$ cat src/rtl/vna_pkg.sv
package vna_pkg;

	localparam int SUM_W   = 48;
	localparam int MUL_W   = 31;
	localparam int PROD_W  = 2 * MUL_W;
	localparam int MAG_W   = 30;
	localparam int SQ_W    = PROD_W;
	localparam int ROOT_W  = 32;
	localparam int FRAC_W  = 15;
	localparam int QUO_W   = 17;
	localparam int NRM_W   = 16;
	localparam int IDX_W   = 12;
	localparam int REM_W   = MAG_W + FRAC_W + 1;
	localparam int DVS_W   = ROOT_W + QUO_W - 1;
	localparam int SQRT_STEPS  = SQ_W / 2;
	localparam int CROSS_STEPS = 6;
	localparam int SQ_STEPS    = 3;
	localparam int CNT_W   = 5;

	localparam logic [1:0] MODE_LIST  = 2'd1;
	localparam logic [1:0] MODE_STRIP = 2'd2;
	localparam logic       REG_MODE   = 1'b0;
	localparam logic [1:0] LAST_CORNER = 2'd2;

	typedef enum logic [1:0] {OP_CLEAR, OP_LOAD, OP_TRI, OP_READ} op_t;
	typedef enum logic [1:0] {SEL_A, SEL_B, SEL_C, SEL_V} sel_t;
	typedef enum logic [3:0] {
		ST_XA, ST_XB, ST_YA, ST_YB, ST_ZA, ST_ZB, ST_SQX, ST_SQY, ST_SQZ
	} step_t;

	typedef struct packed {
		op_t                op;
		logic [9:0]         vertex;
		logic signed [15:0] pos_x;
		logic signed [15:0] pos_y;
		logic signed [15:0] pos_z;
		logic [9:0]         index_a;
		logic [9:0]         index_b;
		logic [9:0]         index_c;
		logic [9:0]         triangle_number;
	} item_t;

	typedef struct packed {
		logic signed [15:0] normal_x;
		logic signed [15:0] normal_y;
		logic signed [15:0] normal_z;
		logic               status;
	} result_t;

	typedef struct packed {
		logic       capture;
		logic       clr_step;
		logic       pos_wr;
		sel_t       rsel;
		logic       pos_lat;
		sel_t       lsel;
		logic       edge_en;
		logic       mul_en;
		step_t      msel;
		logic       acc_en;
		step_t      asel;
		logic       sum_wr;
		logic       mag_en;
		logic       shift_r;
		logic       shift_l;
		logic       sqrt_init;
		logic       sqrt_step;
		logic       div_init;
		logic       div_step;
		logic       div_fin;
		logic [1:0] csel;
		logic       out_load;
	} cmd_t;

	typedef struct packed {
		op_t  op;
		logic bad;
		logic sweep_last;
		logic mag_zero;
		logic mag_hi;
		logic mag_lo;
	} stat_t;

endpackage

$ cat src/rtl/vna_ctrl.sv
module vna_ctrl (
	input  logic          clk,
	input  logic          arst_n,
	input  logic          item_valid,
	output logic          item_ready,
	output logic          result_valid,
	input  logic          result_ready,
	input  vna_pkg::stat_t stat,
	output vna_pkg::cmd_t  cmd
);
	import vna_pkg::*;

	typedef enum logic [4:0] {
		S_SWEEP, S_IDLE, S_DEC, S_CLR, S_LD,
		S_PRD0, S_PRD1, S_PRD2, S_PLAT, S_EDGE, S_MUL, S_SRD, S_SWR,
		S_RRD, S_RMAG, S_SHIFT, S_SQ, S_SQI, S_SQRT, S_DINIT, S_DIV, S_DFIN,
		S_DONE
	} state_t;

	state_t           state_q;
	logic [CNT_W-1:0] cnt_q;
	logic [1:0]       idx_q;
	logic             out_v_q;

	assign item_ready   = (state_q == S_IDLE);
	assign result_valid = out_v_q;

	always_comb begin
		cmd = '0;
		unique case (state_q)
			S_SWEEP: cmd.clr_step = 1'b1;
			S_IDLE:  cmd.capture = item_valid;
			S_DEC:   cmd.pos_wr = (stat.op == OP_LOAD) && !stat.bad;
			S_CLR:   cmd.clr_step = 1'b1;
			S_PRD0:  cmd.rsel = SEL_A;
			S_PRD1: begin
				cmd.rsel = SEL_B;
				cmd.pos_lat = 1'b1;
				cmd.lsel = SEL_A;
			end
			S_PRD2: begin
				cmd.rsel = SEL_C;
				cmd.pos_lat = 1'b1;
				cmd.lsel = SEL_B;
			end
			S_PLAT: begin
				cmd.pos_lat = 1'b1;
				cmd.lsel = SEL_C;
			end
			S_EDGE:  cmd.edge_en = 1'b1;
			S_MUL: begin
				cmd.mul_en = (cnt_q < CNT_W'(CROSS_STEPS));
				cmd.msel = step_t'(cnt_q[3:0]);
				cmd.acc_en = (cnt_q != '0);
				cmd.asel = step_t'(cnt_q[3:0] - 4'd1);
			end
			S_SRD:   cmd.rsel = sel_t'(idx_q);
			S_SWR: begin
				cmd.rsel = sel_t'(idx_q);
				cmd.sum_wr = 1'b1;
			end
			S_RRD:   cmd.rsel = SEL_V;
			S_RMAG:  cmd.mag_en = 1'b1;
			S_SHIFT: begin
				cmd.shift_r = stat.mag_hi;
				cmd.shift_l = stat.mag_lo;
			end
			S_SQ: begin
				cmd.mul_en = (cnt_q < CNT_W'(SQ_STEPS));
				cmd.msel = step_t'(ST_SQX + cnt_q[3:0]);
				cmd.acc_en = (cnt_q != '0);
				cmd.asel = step_t'(ST_SQX + cnt_q[3:0] - 4'd1);
			end
			S_SQI:   cmd.sqrt_init = 1'b1;
			S_SQRT:  cmd.sqrt_step = 1'b1;
			S_DINIT: begin
				cmd.div_init = 1'b1;
				cmd.csel = idx_q;
			end
			S_DIV:   cmd.div_step = 1'b1;
			S_DFIN: begin
				cmd.div_fin = 1'b1;
				cmd.csel = idx_q;
			end
			S_DONE:  cmd.out_load = !out_v_q || result_ready;
			default: ;
		endcase
	end

	always_ff @(posedge clk or negedge arst_n) begin
		if (!arst_n) begin
			state_q <= S_SWEEP;
			cnt_q   <= '0;
			idx_q   <= '0;
			out_v_q <= 1'b0;
		end else begin
			if (cmd.out_load) begin
				out_v_q <= 1'b1;
			end else if (result_ready) begin
				out_v_q <= 1'b0;
			end
			unique case (state_q)
				S_SWEEP: if (stat.sweep_last) state_q <= S_IDLE;
				S_IDLE:  if (item_valid) state_q <= S_DEC;
				S_DEC: begin
					unique case (stat.op)
						OP_CLEAR: state_q <= S_CLR;
						OP_LOAD:  state_q <= S_DONE;
						OP_TRI:   state_q <= stat.bad ? S_DONE : S_PRD0;
						OP_READ:  state_q <= stat.bad ? S_DONE : S_RRD;
					endcase
				end
				S_CLR:  if (stat.sweep_last) state_q <= S_DONE;
				S_PRD0: state_q <= S_PRD1;
				S_PRD1: state_q <= S_PRD2;
				S_PRD2: state_q <= S_PLAT;
				S_PLAT: state_q <= S_EDGE;
				S_EDGE: begin
					cnt_q   <= '0;
					state_q <= S_MUL;
				end
				S_MUL: begin
					if (cnt_q == CNT_W'(CROSS_STEPS)) begin
						idx_q   <= '0;
						state_q <= S_SRD;
					end else begin
						cnt_q <= cnt_q + 1'b1;
					end
				end
				S_SRD: state_q <= S_SWR;
				S_SWR: begin
					if (idx_q == LAST_CORNER) begin
						state_q <= S_DONE;
					end else begin
						idx_q   <= idx_q + 1'b1;
						state_q <= S_SRD;
					end
				end
				S_RRD:  state_q <= S_RMAG;
				S_RMAG: state_q <= S_SHIFT;
				S_SHIFT: begin
					if (stat.mag_zero) begin
						state_q <= S_DONE;
					end else if (!stat.mag_hi && !stat.mag_lo) begin
						cnt_q   <= '0;
						state_q <= S_SQ;
					end
				end
				S_SQ: begin
					if (cnt_q == CNT_W'(SQ_STEPS)) begin
						state_q <= S_SQI;
					end else begin
						cnt_q <= cnt_q + 1'b1;
					end
				end
				S_SQI: begin
					cnt_q   <= '0;
					state_q <= S_SQRT;
				end
				S_SQRT: begin
					if (cnt_q == CNT_W'(SQRT_STEPS - 1)) begin
						idx_q   <= '0;
						state_q <= S_DINIT;
					end else begin
						cnt_q <= cnt_q + 1'b1;
					end
				end
				S_DINIT: begin
					cnt_q   <= '0;
					state_q <= S_DIV;
				end
				S_DIV: begin
					if (cnt_q == CNT_W'(QUO_W - 1)) begin
						state_q <= S_DFIN;
					end else begin
						cnt_q <= cnt_q + 1'b1;
					end
				end
				S_DFIN: begin
					if (idx_q == LAST_CORNER) begin
						state_q <= S_DONE;
					end else begin
						idx_q   <= idx_q + 1'b1;
						state_q <= S_DINIT;
					end
				end
				S_DONE: if (cmd.out_load) state_q <= S_IDLE;
				default: state_q <= S_IDLE;
			endcase
		end
	end

endmodule

$ cat config.mk
export PLATFORM = sky130hd
export DESIGN_NAME = vna_ctrl
export DESIGN_NICKNAME = d
export VERILOG_FILES = /design/src/rtl/vna_pkg.sv /design/src/rtl/vna_ctrl.sv
export SDC_FILE = /design/constraint.sdc
export NUM_CORES = 1
export LEC_CHECK = 0
export BUFFER_PORTS_ARGS = -buffer_cell sky130_fd_sc_hd__buf_2
export CAP_MARGIN = 30
export CORE_MARGIN = 5
export CORE_UTILIZATION = 60
export CTS_BUF_LIST = sky130_fd_sc_hd__clkbuf_4
export CTS_CLUSTER_SIZE = 14
export DETAILED_ROUTE_END_ITERATION = 8
export PLACE_DENSITY = 0.95
export SETUP_SLACK_MARGIN = 0.05
export SYNTH_ARGS = -nofsm -noshare
export SYNTH_HDL_FRONTEND = slang
export SYNTH_SLANG_ARGS = --single-unit
$ cat constraint.sdc
create_clock -name clk -period 6.8 [get_ports clk]
set_clock_uncertainty 0.1 [all_clocks]
set_input_delay 1.02 -clock clk [delete_from_list [all_inputs] [get_ports clk]]
set_output_delay 1.02 -clock clk [all_outputs]
set_load 0.01 [all_outputs]
==> results.yml, run 1 <==
cts:
  clk-insertion-delay-late_ns: 0.26
  cts-root-buf: "clkbuf_4"
  cts.repair.resized: 0
  cts_hold_buf: 0
  cts_htree_levels: 1
  postCtsSetupBuffers: 0
  clock_sinks: 13
  clockBufferDepth: 2
  clk_pin_slew_ns: 0.07
  cts_tree: "yes"
  numCtsBuffers: 3
global_routing:
  grt_pass1_wl_um: 7140
  use_met2: 0.304
  antenna_found_initial: 0
  track_usage: 0.204
  grt_use_met3: 0.0191
  busiest_layer: "met1"
  grt_max_degree: 33
  grt_util_met1: 0.323
  gr-total-overflow: 0
  grt_pass1_vias: 1563
drt:
  detail_route.iter0.violations: 303
  viasPerCell: 6.40
  antenna_left: 0
  wirelength_um: 4480
  drcViolationCount: 0
  drt-pass1-iter-count: 5
  wire_per_inst_um: 14.9
  vias: 1926
power:
  internal_power_mw: 0.414
  power_mw: 0.909
  p_sw_frac: 0.545
  p_seq_frac: 0.269
  powerDensity_nw_per_um2: 456
  ir_drop_uv: 226
  p_clk_frac: 0.052
  power.leakage_nw: 0.891
  p_sw_mw: 0.496
  p_comb_frac: 0.679
floorplanning:
  ios: 44
  fp.dieW_um: 65.0
  start_util: 0.611
  placeableCoreArea_um2: 2980
  die_y_um: 65.0
  die_area_um2: 4230
  row_count: 20
placement:
  place_congestion: 0.959
  io_buffers: 43
  dp_hpwl_um: 3390
critical_path:
  r2r_start: "state_q[3]$_DFFE_PN0P_"
  crit_fanout: 26
  regToRegEndpoint: "state_q[0]$_DFFE_PN0P_"
  worstPathRequired_ns: 5.68
  arrival_ns: 2.48
  reg2reg_depth: 5
  worst_setup_path_start_kind: "flop"
  criticalPathCategory: "flop to output port"
  worstSetupEndpointType: "output port"
  reg2reg_slack_ns: 4.04
yosys:
  ys_types: 62
  yosysSeqAreaShare: 0.179
  synthCells: 243
  synth_area_um2: 1820
  ys_warn_count: 0
  synth-seq-cells: 13
  ys.flop_type: "dfrtp_1"
  synth_nets: 261
  synth-async-reset-ratio: 1.00
  synth_edf_count: 0
  avgSynthCellArea_um2: 7.48
timing:
  fin_crit_sh: 0.530
  period_minus_slack_ns: 3.60
  whs_ns: 0.478
  hold_viol: 0
  slew_violations: 0
  timing.slew.headroom: 0.449
  worst_pin_slew_ns: 0.826
  setup_violations: 0
  fmax_ghz: 0.278
  rsz0062_at_grt: "no"
  final.setup.tns_ns: 0
status:
  outcome: "completed"
worst_hold_path:
  holdPathStages: 2
  worstHoldStart: "idx_q[0]$_DFFE_PN0P_"
  hold-path-endpoint: "idx_q[0]$_DFFE_PN0P_"
  hold_class: "flop to flop"
cells_and_area:
  area_growth_pct: 9.57
  drive_gt1_frac: 0.231
  final_util: 0.669
  antenna_cells: 0
  nets: 287
run:
  cap_violations: 0
-- synthesized netlist by cell type, types with 5 or more instances --
master     n  area (um^2)
a211oi_1   5         37.5
buf_2      9         45.0
nor2_1    28          105
nor3_1     7         35.0
mux2i_1    6         60.1
nand2b_1   5         31.3
dfrtp_1   13          325
xnor2_1    6         52.6
nand2_1   17         63.8
ha_1       7         87.6
o21ai_0   12         60.1
nor2b_1    7         43.8
a21oi_1   16         80.1
inv_1      8         30.0
nor3b_1    5         37.5
and3_1     5         31.3
clkbuf_1   8         30.0
-- layout by cell type, fill, tap and decap left out, types with 5 or more instances in the layout --
| master | instances |
|---|---|
| nor3_1 | 7 |
| ha_1 | 7 |
| nand2_1 | 17 |
| nor2_1 | 28 |
| mux2i_1 | 6 |
| xnor2_1 | 6 |
| dfrtp_1 | 13 |
| a21oi_1 | 16 |
| nand2b_1 | 5 |
| nor3b_1 | 5 |
| buf_2 | 43 |
| o21ai_0 | 12 |
| and3_1 | 5 |
| nor2b_1 | 7 |
| a211oi_1 | 5 |
| inv_1 | 8 |
-- how the worst max path moves through the flow --
stage,startpoint,to,slack (ns),cells after the start
after detailed placement,state_q[4]$_DFFE_PN0P_,cmd[15],3.50,6
after global placement,state_q[4]$_DFFE_PN0P_,cmd[15],3.58,6
final,state_q[4]$_DFFE_PN0P_,cmd[15],3.20,6
after floorplan,state_q[2]$_DFFE_PN0P_,cmd[21],4.00,5
after global routing,state_q[4]$_DFFE_PN0P_,cmd[15],2.97,6
after CTS,state_q[4]$_DFFE_PN0P_,cmd[15],3.21,6
-- final cells by class --
type	instances	area [um^2]
Multi-Input combinational cell	200	1350
Timing Repair Buffer	43	215
Tap cell	33	41.3
Fill cell	247	986
Sequential cell	13	325
Clock buffer	4	30.0
Inverter	8	30.0
-- per-stage QoR --
| stage | worst slack [ns] | std cells | cell area [um^2] |
|---|---|---|---|
| 5_1_grt | 2.97 | 301 | 1990 |
| 3_3_place_gp | 3.58 | 297 | 1960 |
| 6_report | 3.20 | 301 | 1990 |
| 3_5_place_dp | 3.50 | 297 | 1960 |
| 2_1_floorplan | 4.00 | 243 | 1820 |
| 4_1_cts | 3.21 | 301 | 1990 |
-- power groups by stage --
stage	clock [mW]	combinational, mW	sequential (mW)
6_report	0.0472	0.617	0.245
5_1_grt	0.0520	0.682	0.262
4_1_cts	0.0499	0.613	0.241
3_5_place_dp	0	0.609	0.243
3_3_place_gp	0	0.599	0.238
2_1_floorplan	0	0.598	0.138
-- state kept, by name, summed over array words and instances, names as in the netlist --
register and flops:
state_q 5, idx_q 2, cnt_q 5, result_valid 1
-- critical path: stages (launching register included) --
cell      delay (ns)
dfrtp_1         0.81
or3b_1          0.56
o211ai_1        0.22
o21ai_1         0.10
xnor2_1         0.18
mux2i_1         0.20
buf_2           0.15
-- logic make-up (layout without fill, tap and decap cells) --
logic type                 Yosys count  in the layout  synth area share
AOI/OAI and AO/OA                   72             72             0.282
xor gates and xnor gates             7              7            0.0337
adders and majority gates            7              7            0.0482
buffers and inverters               30             55            0.0785
DFF                                 13             13             0.179
muxes                                8              8            0.0496
and+or+nand+nor                    106            106             0.329
-- layer usage --
layer,vias up,wire length (um)
met4,0,19
met5,-,0
met3,2,479
met2,101,2020
li1,942,-
met1,881,1970
Power figures use the tool's default switching activity.
==> run 2: changes to the inputs <==
--- a/config.mk
+++ b/config.mk
@@ -5,14 +5,15 @@
 export SDC_FILE = /design/constraint.sdc
 export NUM_CORES = 1
 export LEC_CHECK = 0
+export ABC_AREA = 1
 export BUFFER_PORTS_ARGS = -buffer_cell sky130_fd_sc_hd__buf_2
 export CAP_MARGIN = 30
 export CORE_MARGIN = 5
-export CORE_UTILIZATION = 60
+export CORE_UTILIZATION = 49
 export CTS_BUF_LIST = sky130_fd_sc_hd__clkbuf_4
 export CTS_CLUSTER_SIZE = 14
 export DETAILED_ROUTE_END_ITERATION = 8
-export PLACE_DENSITY = 0.95
+export PLACE_DENSITY = 0.86
 export SETUP_SLACK_MARGIN = 0.05
 export SYNTH_ARGS = -nofsm -noshare
 export SYNTH_HDL_FRONTEND = slang
==> constraint.sdc (replaced) <==
create_clock -name clk -period 2.9 [get_ports clk]
set_clock_uncertainty 0.1 [all_clocks]
set_input_delay 0.435 -clock clk [delete_from_list [all_inputs] [get_ports clk]]
set_output_delay 0.435 -clock clk [all_outputs]
set_load 0.01 [all_outputs]
==> results.yml, run 2 <==
power:
  p_sw_frac: 0.585
  p_sw_mw: 0.994
  powerDensity_nw_per_um2: 915
  ir_drop_uv: 457
  p_clk_frac: 0.068
  power_mw: 1.70
  p_seq_frac: 0.231
  p_comb_frac: 0.701
  internal_power_mw: 0.706
  power.leakage_nw: 1.15
critical_path:
  path_common_cell: "nand2_1"
  cpMaxStageDelayCell: "dfrtp_1"
  cp.depth: 9
  criticalPathCategory: "flop to output port"
  cp_num_buf_inv: 1
  cpPeakStageDelay_ns: 0.49
  crit_fanout: 9
  path_delay_family: "simple AND/OR/NAND/NOR gates"
  reg2reg_depth: 9
  worstPathRequired_ns: 2.37
  arrival_ns: 2.04
  worstSetupEndpointType: "output port"
  worst_setup_path_start_kind: "flop"
  worstPathCellList: "nor2_2 > nand2_2 > nor2_4 > nand2_1 > nand2_1 > nor2_1 > or2_1 > a21oi_1 > buf_2"
yosys:
  avgSynthCellArea_um2: 5.59
  ys_top_cells_by_count: "96 x nand2_1, 48 x nor2_1, 34 x inv_1"
  synth_nets: 298
  netlist.area_leader.share: 0.230
  synthCells: 280
  ys.flop_type: "dfrtp_1"
  synth_area_leaders: "nand2_1 23%, dfrtp_1 21%, nor2_1 12%"
  synth_edf_count: 0
  synthMostInstantiatedCell: "nand2_1"
  ys_types: 27
  yosysSeqAreaShare: 0.208
  synth-seq-cells: 13
  yosysTopAreaCell: "nand2_1"
  synth-async-reset-ratio: 1.00
  synth_area_um2: 1560
  ys_warn_count: 0
drt:
  drcViolationCount: 0
  antenna_left: 0
  wirelength_um: 4600
  vias: 1903
  detail_route.iter0.violations: 118
  drt-pass1-iter-count: 4
  wire_per_inst_um: 12.5
  viasPerCell: 5.16
cts:
  clockBufferDepth: 2
  cts_tree: "yes"
  numCtsBuffers: 3
  postCtsSetupBuffers: 0
  cts_hold_buf: 1
  clock_sinks: 13
  clk_pin_slew_ns: 0.09
  cts-root-buf: "clkbuf_4"
  cts_htree_levels: 1
  cts.repair.resized: 0
  clk-insertion-delay-late_ns: 0.28
timing:
  setup_violations: 0
  fin_crit_sh: 0.888
  rsz0062_at_grt: "no"
  fmax_ghz: 0.388
  slew_violations: 0
  period_minus_slack_ns: 2.58
  timing.slew.headroom: 0.728
  hold_viol: 0
  worst_pin_slew_ns: 0.408
  whs_ns: 0.244
  final.setup.tns_ns: 0
global_routing:
  gr-total-overflow: 0
  track_usage: 0.223
  grt_pass1_wl_um: 7810
  antenna_found_initial: 0
  grt_pass1_vias: 1752
  grt_max_degree: 14
worst_hold_path:
  hold_class: "input port to flop"
  holdPathStages: 2
cells_and_area:
  design_area_um2: 1860
  nets: 344
  final_cell_mix: "96 x nand2_1, 48 x nor2_1, 43 x buf_2, 34 x inv_1, 17 x nand3_1"
  area_growth_pct: 18.9
  drive_gt1_frac: 0.200
  largestRegisters: "cnt_q (5), state_q (5), idx_q (2)"
  antenna_cells: 0
  mostFrequentLayoutCell: "nand2_1"
floorplanning:
  start_util: 0.512
  die_area_um2: 4420
  ios: 44
  placeableCoreArea_um2: 3050
  fp.dieW_um: 66.5
  die_y_um: 66.5
  row_count: 20
placement:
  dp_hpwl_um: 3850
  io_buffers: 43
  place_congestion: 0.987
  dpl_cell_area_um2: 1820
status:
  outcome: "completed"
run:
  cap_violations: 0
==> run 2: path summary, 6_finish.rpt <==
path | start | end | slack (ns)
max | state_q[1]$_DFFE_PN0P_ | cmd[14] | 0.32
min | result_ready | result_valid$_DFFE_PN0P_ | 0.24
max reg2reg | state_q[4]$_DFFE_PN0P_ | cnt_q[2]$_DFFE_PN0P_ | 0.94
min reg2reg | idx_q[0]$_DFFE_PN0P_ | idx_q[0]$_DFFE_PN0P_ | 0.44
max in group asynchronous | arst_n | state_q[0]$_DFFE_PN0P_ | 1.97
min in group asynchronous | arst_n | result_valid$_DFFE_PN0P_ | 0.48
==> run 2: per-stage QoR <==
step                      utilization  std cells  setup slack [ns]
after floorplan                     -        280             0.805
after CTS                       0.609        369             0.341
after global placement          0.597        364             0.601
after global routing            0.609        369             0.136
after detailed placement        0.597        364             0.657
final                           0.609        369             0.324
==> run 2: logic make-up (layout without fill, tap and decap cells) <==
family                     Yosys count  in the layout  synth area share
adders and majority gates            7              7            0.0560
AOI/OAI and AO/OA                   24             24            0.0824
xor gates and xnor gates             4              4            0.0224
DFF                                 13             13             0.208
and+or+nand+nor                    189            189             0.527
buffers and inverters               43             88             0.104
==> run 2: area by class of cell <==
cell class                      instances  area, um^2
Fill cell                             324        1190
Inverter                               40         150
Tap cell                               44        55.1
Clock inverter                          1        5.00
Clock buffer                            3        22.5
Timing Repair Buffer                   44         225
Sequential cell                        13         325
Multi-Input combinational cell        224        1080
==> run 2: power groups by stage <==
stage / combinational [mW] / clock [mW] / sequential (mW)
finish: 1.19 / 0.116 / 0.392
global route: 1.37 / 0.130 / 0.404
CTS: 1.19 / 0.120 / 0.387
detailed placement: 1.17 / 0 / 0.390
global placement: 1.19 / 0 / 0.395
floorplan: 0.927 / 0 / 0.330
==> run 2: worst register-to-register path: stages (launching register included) <==
cell and delay [ns]:
dfrtp_1 0.60, inv_1 0.18, nand3_2 0.18, nor2_2 0.09
inv_1 0.15, nor2_1 0.06, nor2_1 0.18, nand3_2 0.16
nand2_1 0.09, nand2_1 0.05
==> run 2: layer usage <==
layer,track usage,share of wire,vias to the layer above
met3,0.0590,0.091,6
li1,-,-,968
met2,0.353,0.44,79
met4,0.0482,0.0067,0
met1,0.304,0.46,850
met5,0,0,-
==> run 3: changes to the inputs <==
--- a/config.mk
+++ b/config.mk
@@ -8,8 +8,10 @@
 export ABC_AREA = 1
 export BUFFER_PORTS_ARGS = -buffer_cell sky130_fd_sc_hd__buf_2
 export CAP_MARGIN = 30
+export CELL_PAD_IN_SITES_DETAIL_PLACEMENT = 1
+export CELL_PAD_IN_SITES_GLOBAL_PLACEMENT = 2
 export CORE_MARGIN = 5
-export CORE_UTILIZATION = 49
+export CORE_UTILIZATION = 24
 export CTS_BUF_LIST = sky130_fd_sc_hd__clkbuf_4
 export CTS_CLUSTER_SIZE = 14
 export DETAILED_ROUTE_END_ITERATION = 8
==> results.yml, run 3 (synthesis results as in run 2) <==
critical_path:
  r2r_start: "state_q[4]$_DFFE_PN0P_"
  worstSetupEndpointType: "output port"
  criticalPathCategory: "flop to output port"
  reg2reg_slack_ns: 0.90
  arrival_ns: 2.07
  startpoint: "state_q[0]$_DFFE_PN0P_"
  crit_fanout: 9
  crit_end: "cmd[14]"
  worstPathRequired_ns: 2.37
  worst_setup_path_start_kind: "flop"
  regToRegEndpoint: "state_q[3]$_DFFE_PN0P_"
  reg2reg_depth: 10
global_routing:
  antenna_found_initial: 0
  grt_max_degree: 14
  grt_util_met1: 0.188
  grt_pass1_vias: 1944
  busiest_layer: "met2"
  grt_pass1_wl_um: 9300
  grt_use_met3: 0.0117
  gr-total-overflow: 0
  track_usage: 0.133
  use_met2: 0.217
timing:
  slew_violations: 0
  setup_violations: 0
  whs_ns: 0.257
  final.setup.tns_ns: 0
  period_minus_slack_ns: 2.60
  fmax_ghz: 0.384
  timing.slew.headroom: 0.706
  hold_viol: 0
  rsz0062_at_grt: "no"
  fin_crit_sh: 0.898
  worst_pin_slew_ns: 0.441
worst_hold_path:
  holdPathStages: 2
  hold_class: "input port to flop"
  worstHoldStart: "result_ready"
drt:
  drt-pass1-iter-count: 4
  vias: 1842
  antenna_left: 0
  drcViolationCount: 0
  viasPerCell: 4.58
  wire_per_inst_um: 13.2
  detail_route.iter0.violations: 100
  wirelength_um: 5310
cts:
  cts.repair.resized: 0
  clockBufferDepth: 2
  cts_tree: "yes"
  clk_pin_slew_ns: 0.08
  cts_htree_levels: 1
  cts-root-buf: "clkbuf_4"
  clk-insertion-delay-late_ns: 0.27
  clock_sinks: 13
  numCtsBuffers: 3
floorplanning:
  ios: 44
  placeableCoreArea_um2: 6350
  fp.dieW_um: 90.7
  start_util: 0.246
  die_area_um2: 8230
  die_y_um: 90.7
  row_count: 29
cells_and_area:
  fill_cells: 861
  nets: 344
  multiInputGateArea_um2: 1080
  seqCellArea_um2: 325
  final_cell_mix: "96 x nand2_1, 48 x nor2_1, 43 x buf_2, 34 x inv_1, 17 x nand3_1"
  mostFrequentLayoutCell: "nand2_1"
  antenna_cells: 0
  largestRegisters: "cnt_q (5), state_q (5), idx_q (2)"
  area_growth_pct: 21.7
  drive_gt1_frac: 0.200
run:
  cap_violations: 0
status:
  outcome: "completed"
power:
  powerDensity_nw_per_um2: 909
  p_clk_frac: 0.067
  p_sw_frac: 0.585
  p_comb_frac: 0.708
  p_sw_mw: 1.01
  p_seq_frac: 0.225
  power.leakage_nw: 1.15
  internal_power_mw: 0.717
  ir_drop_uv: 312
placement:
  place_congestion: 0.829
  dp_hpwl_um: 4660
  io_buffers: 43
[run 3: area by class of cell]
cell class,count,share of cell area
tap,77,0.0506
inverter,40,0.0789
clock buffer,4,0.0158
timing repair buffer,44,0.118
sequential,13,0.171
multi-input combinational,224,0.565
[run 3: worst min-delay path by stage]
stage / endpoint / slack [ns]
3_3_place_gp: result_valid$_DFFE_PN0P_ / 0.25
3_5_place_dp: result_valid$_DFFE_PN0P_ / 0.25
2_1_floorplan: cnt_q[0]$_DFFE_PN0P_ / 0.04
6_report: result_valid$_DFFE_PN0P_ / 0.26
4_1_cts: result_valid$_DFFE_PN0P_ / 0.24
5_1_grt: result_valid$_DFFE_PN0P_ / 0.26
[run 3: power groups by stage]
| stage | registers [mW] | logic (mW) | clock network [mW] |
|---|---|---|---|
| after global routing | 0.407 | 1.42 | 0.129 |
| after detailed placement | 0.392 | 1.23 | 0 |
| after CTS | 0.389 | 1.24 | 0.125 |
| final | 0.389 | 1.23 | 0.117 |
| after global placement | 0.389 | 1.22 | 0 |
| after floorplan | 0.330 | 0.927 | 0 |
[run 3: metrics by stage]
stage / worst slack (ns) / instance area, um^2 / power [mW] / utilization / cells
after floorplan: 0.805 / 1560 / 1.26 / - / 280
after global placement: 0.619 / 1860 / 1.61 / 0.293 / 397
after detailed placement: 0.588 / 1860 / 1.63 / 0.293 / 397
after CTS: 0.272 / 1900 / 1.75 / 0.300 / 402
after global routing: 0.115 / 1900 / 1.96 / 0.300 / 402
final: 0.296 / 1900 / 1.73 / 0.300 / 402
[run 3: metal layers]
layer  up-vias  part of all wire
met1       836              0.51
met4         0            0.0053
met3         2             0.031
li1        972                 -
met2        32              0.45
met5         -                 0
[run 3: repair_timing]
| item | 4_1_cts | 5_1_grt |
|---|---|---|
| hold buffers | 1 | 0 |
| buffers inserted | 0 | 0 |
| hold endpoints to repair | 13 | 0 |
[run 3: critical path, cell delays in order (launching register included)]
cell,delay [ns]
dfrtp_1,0.46
nor2_2,0.28
nand2_2,0.13
nor2_4,0.21
nand2_1,0.12
nand2_1,0.07
nor2_1,0.05
or2_1,0.21
a21oi_1,0.11
buf_2,0.14
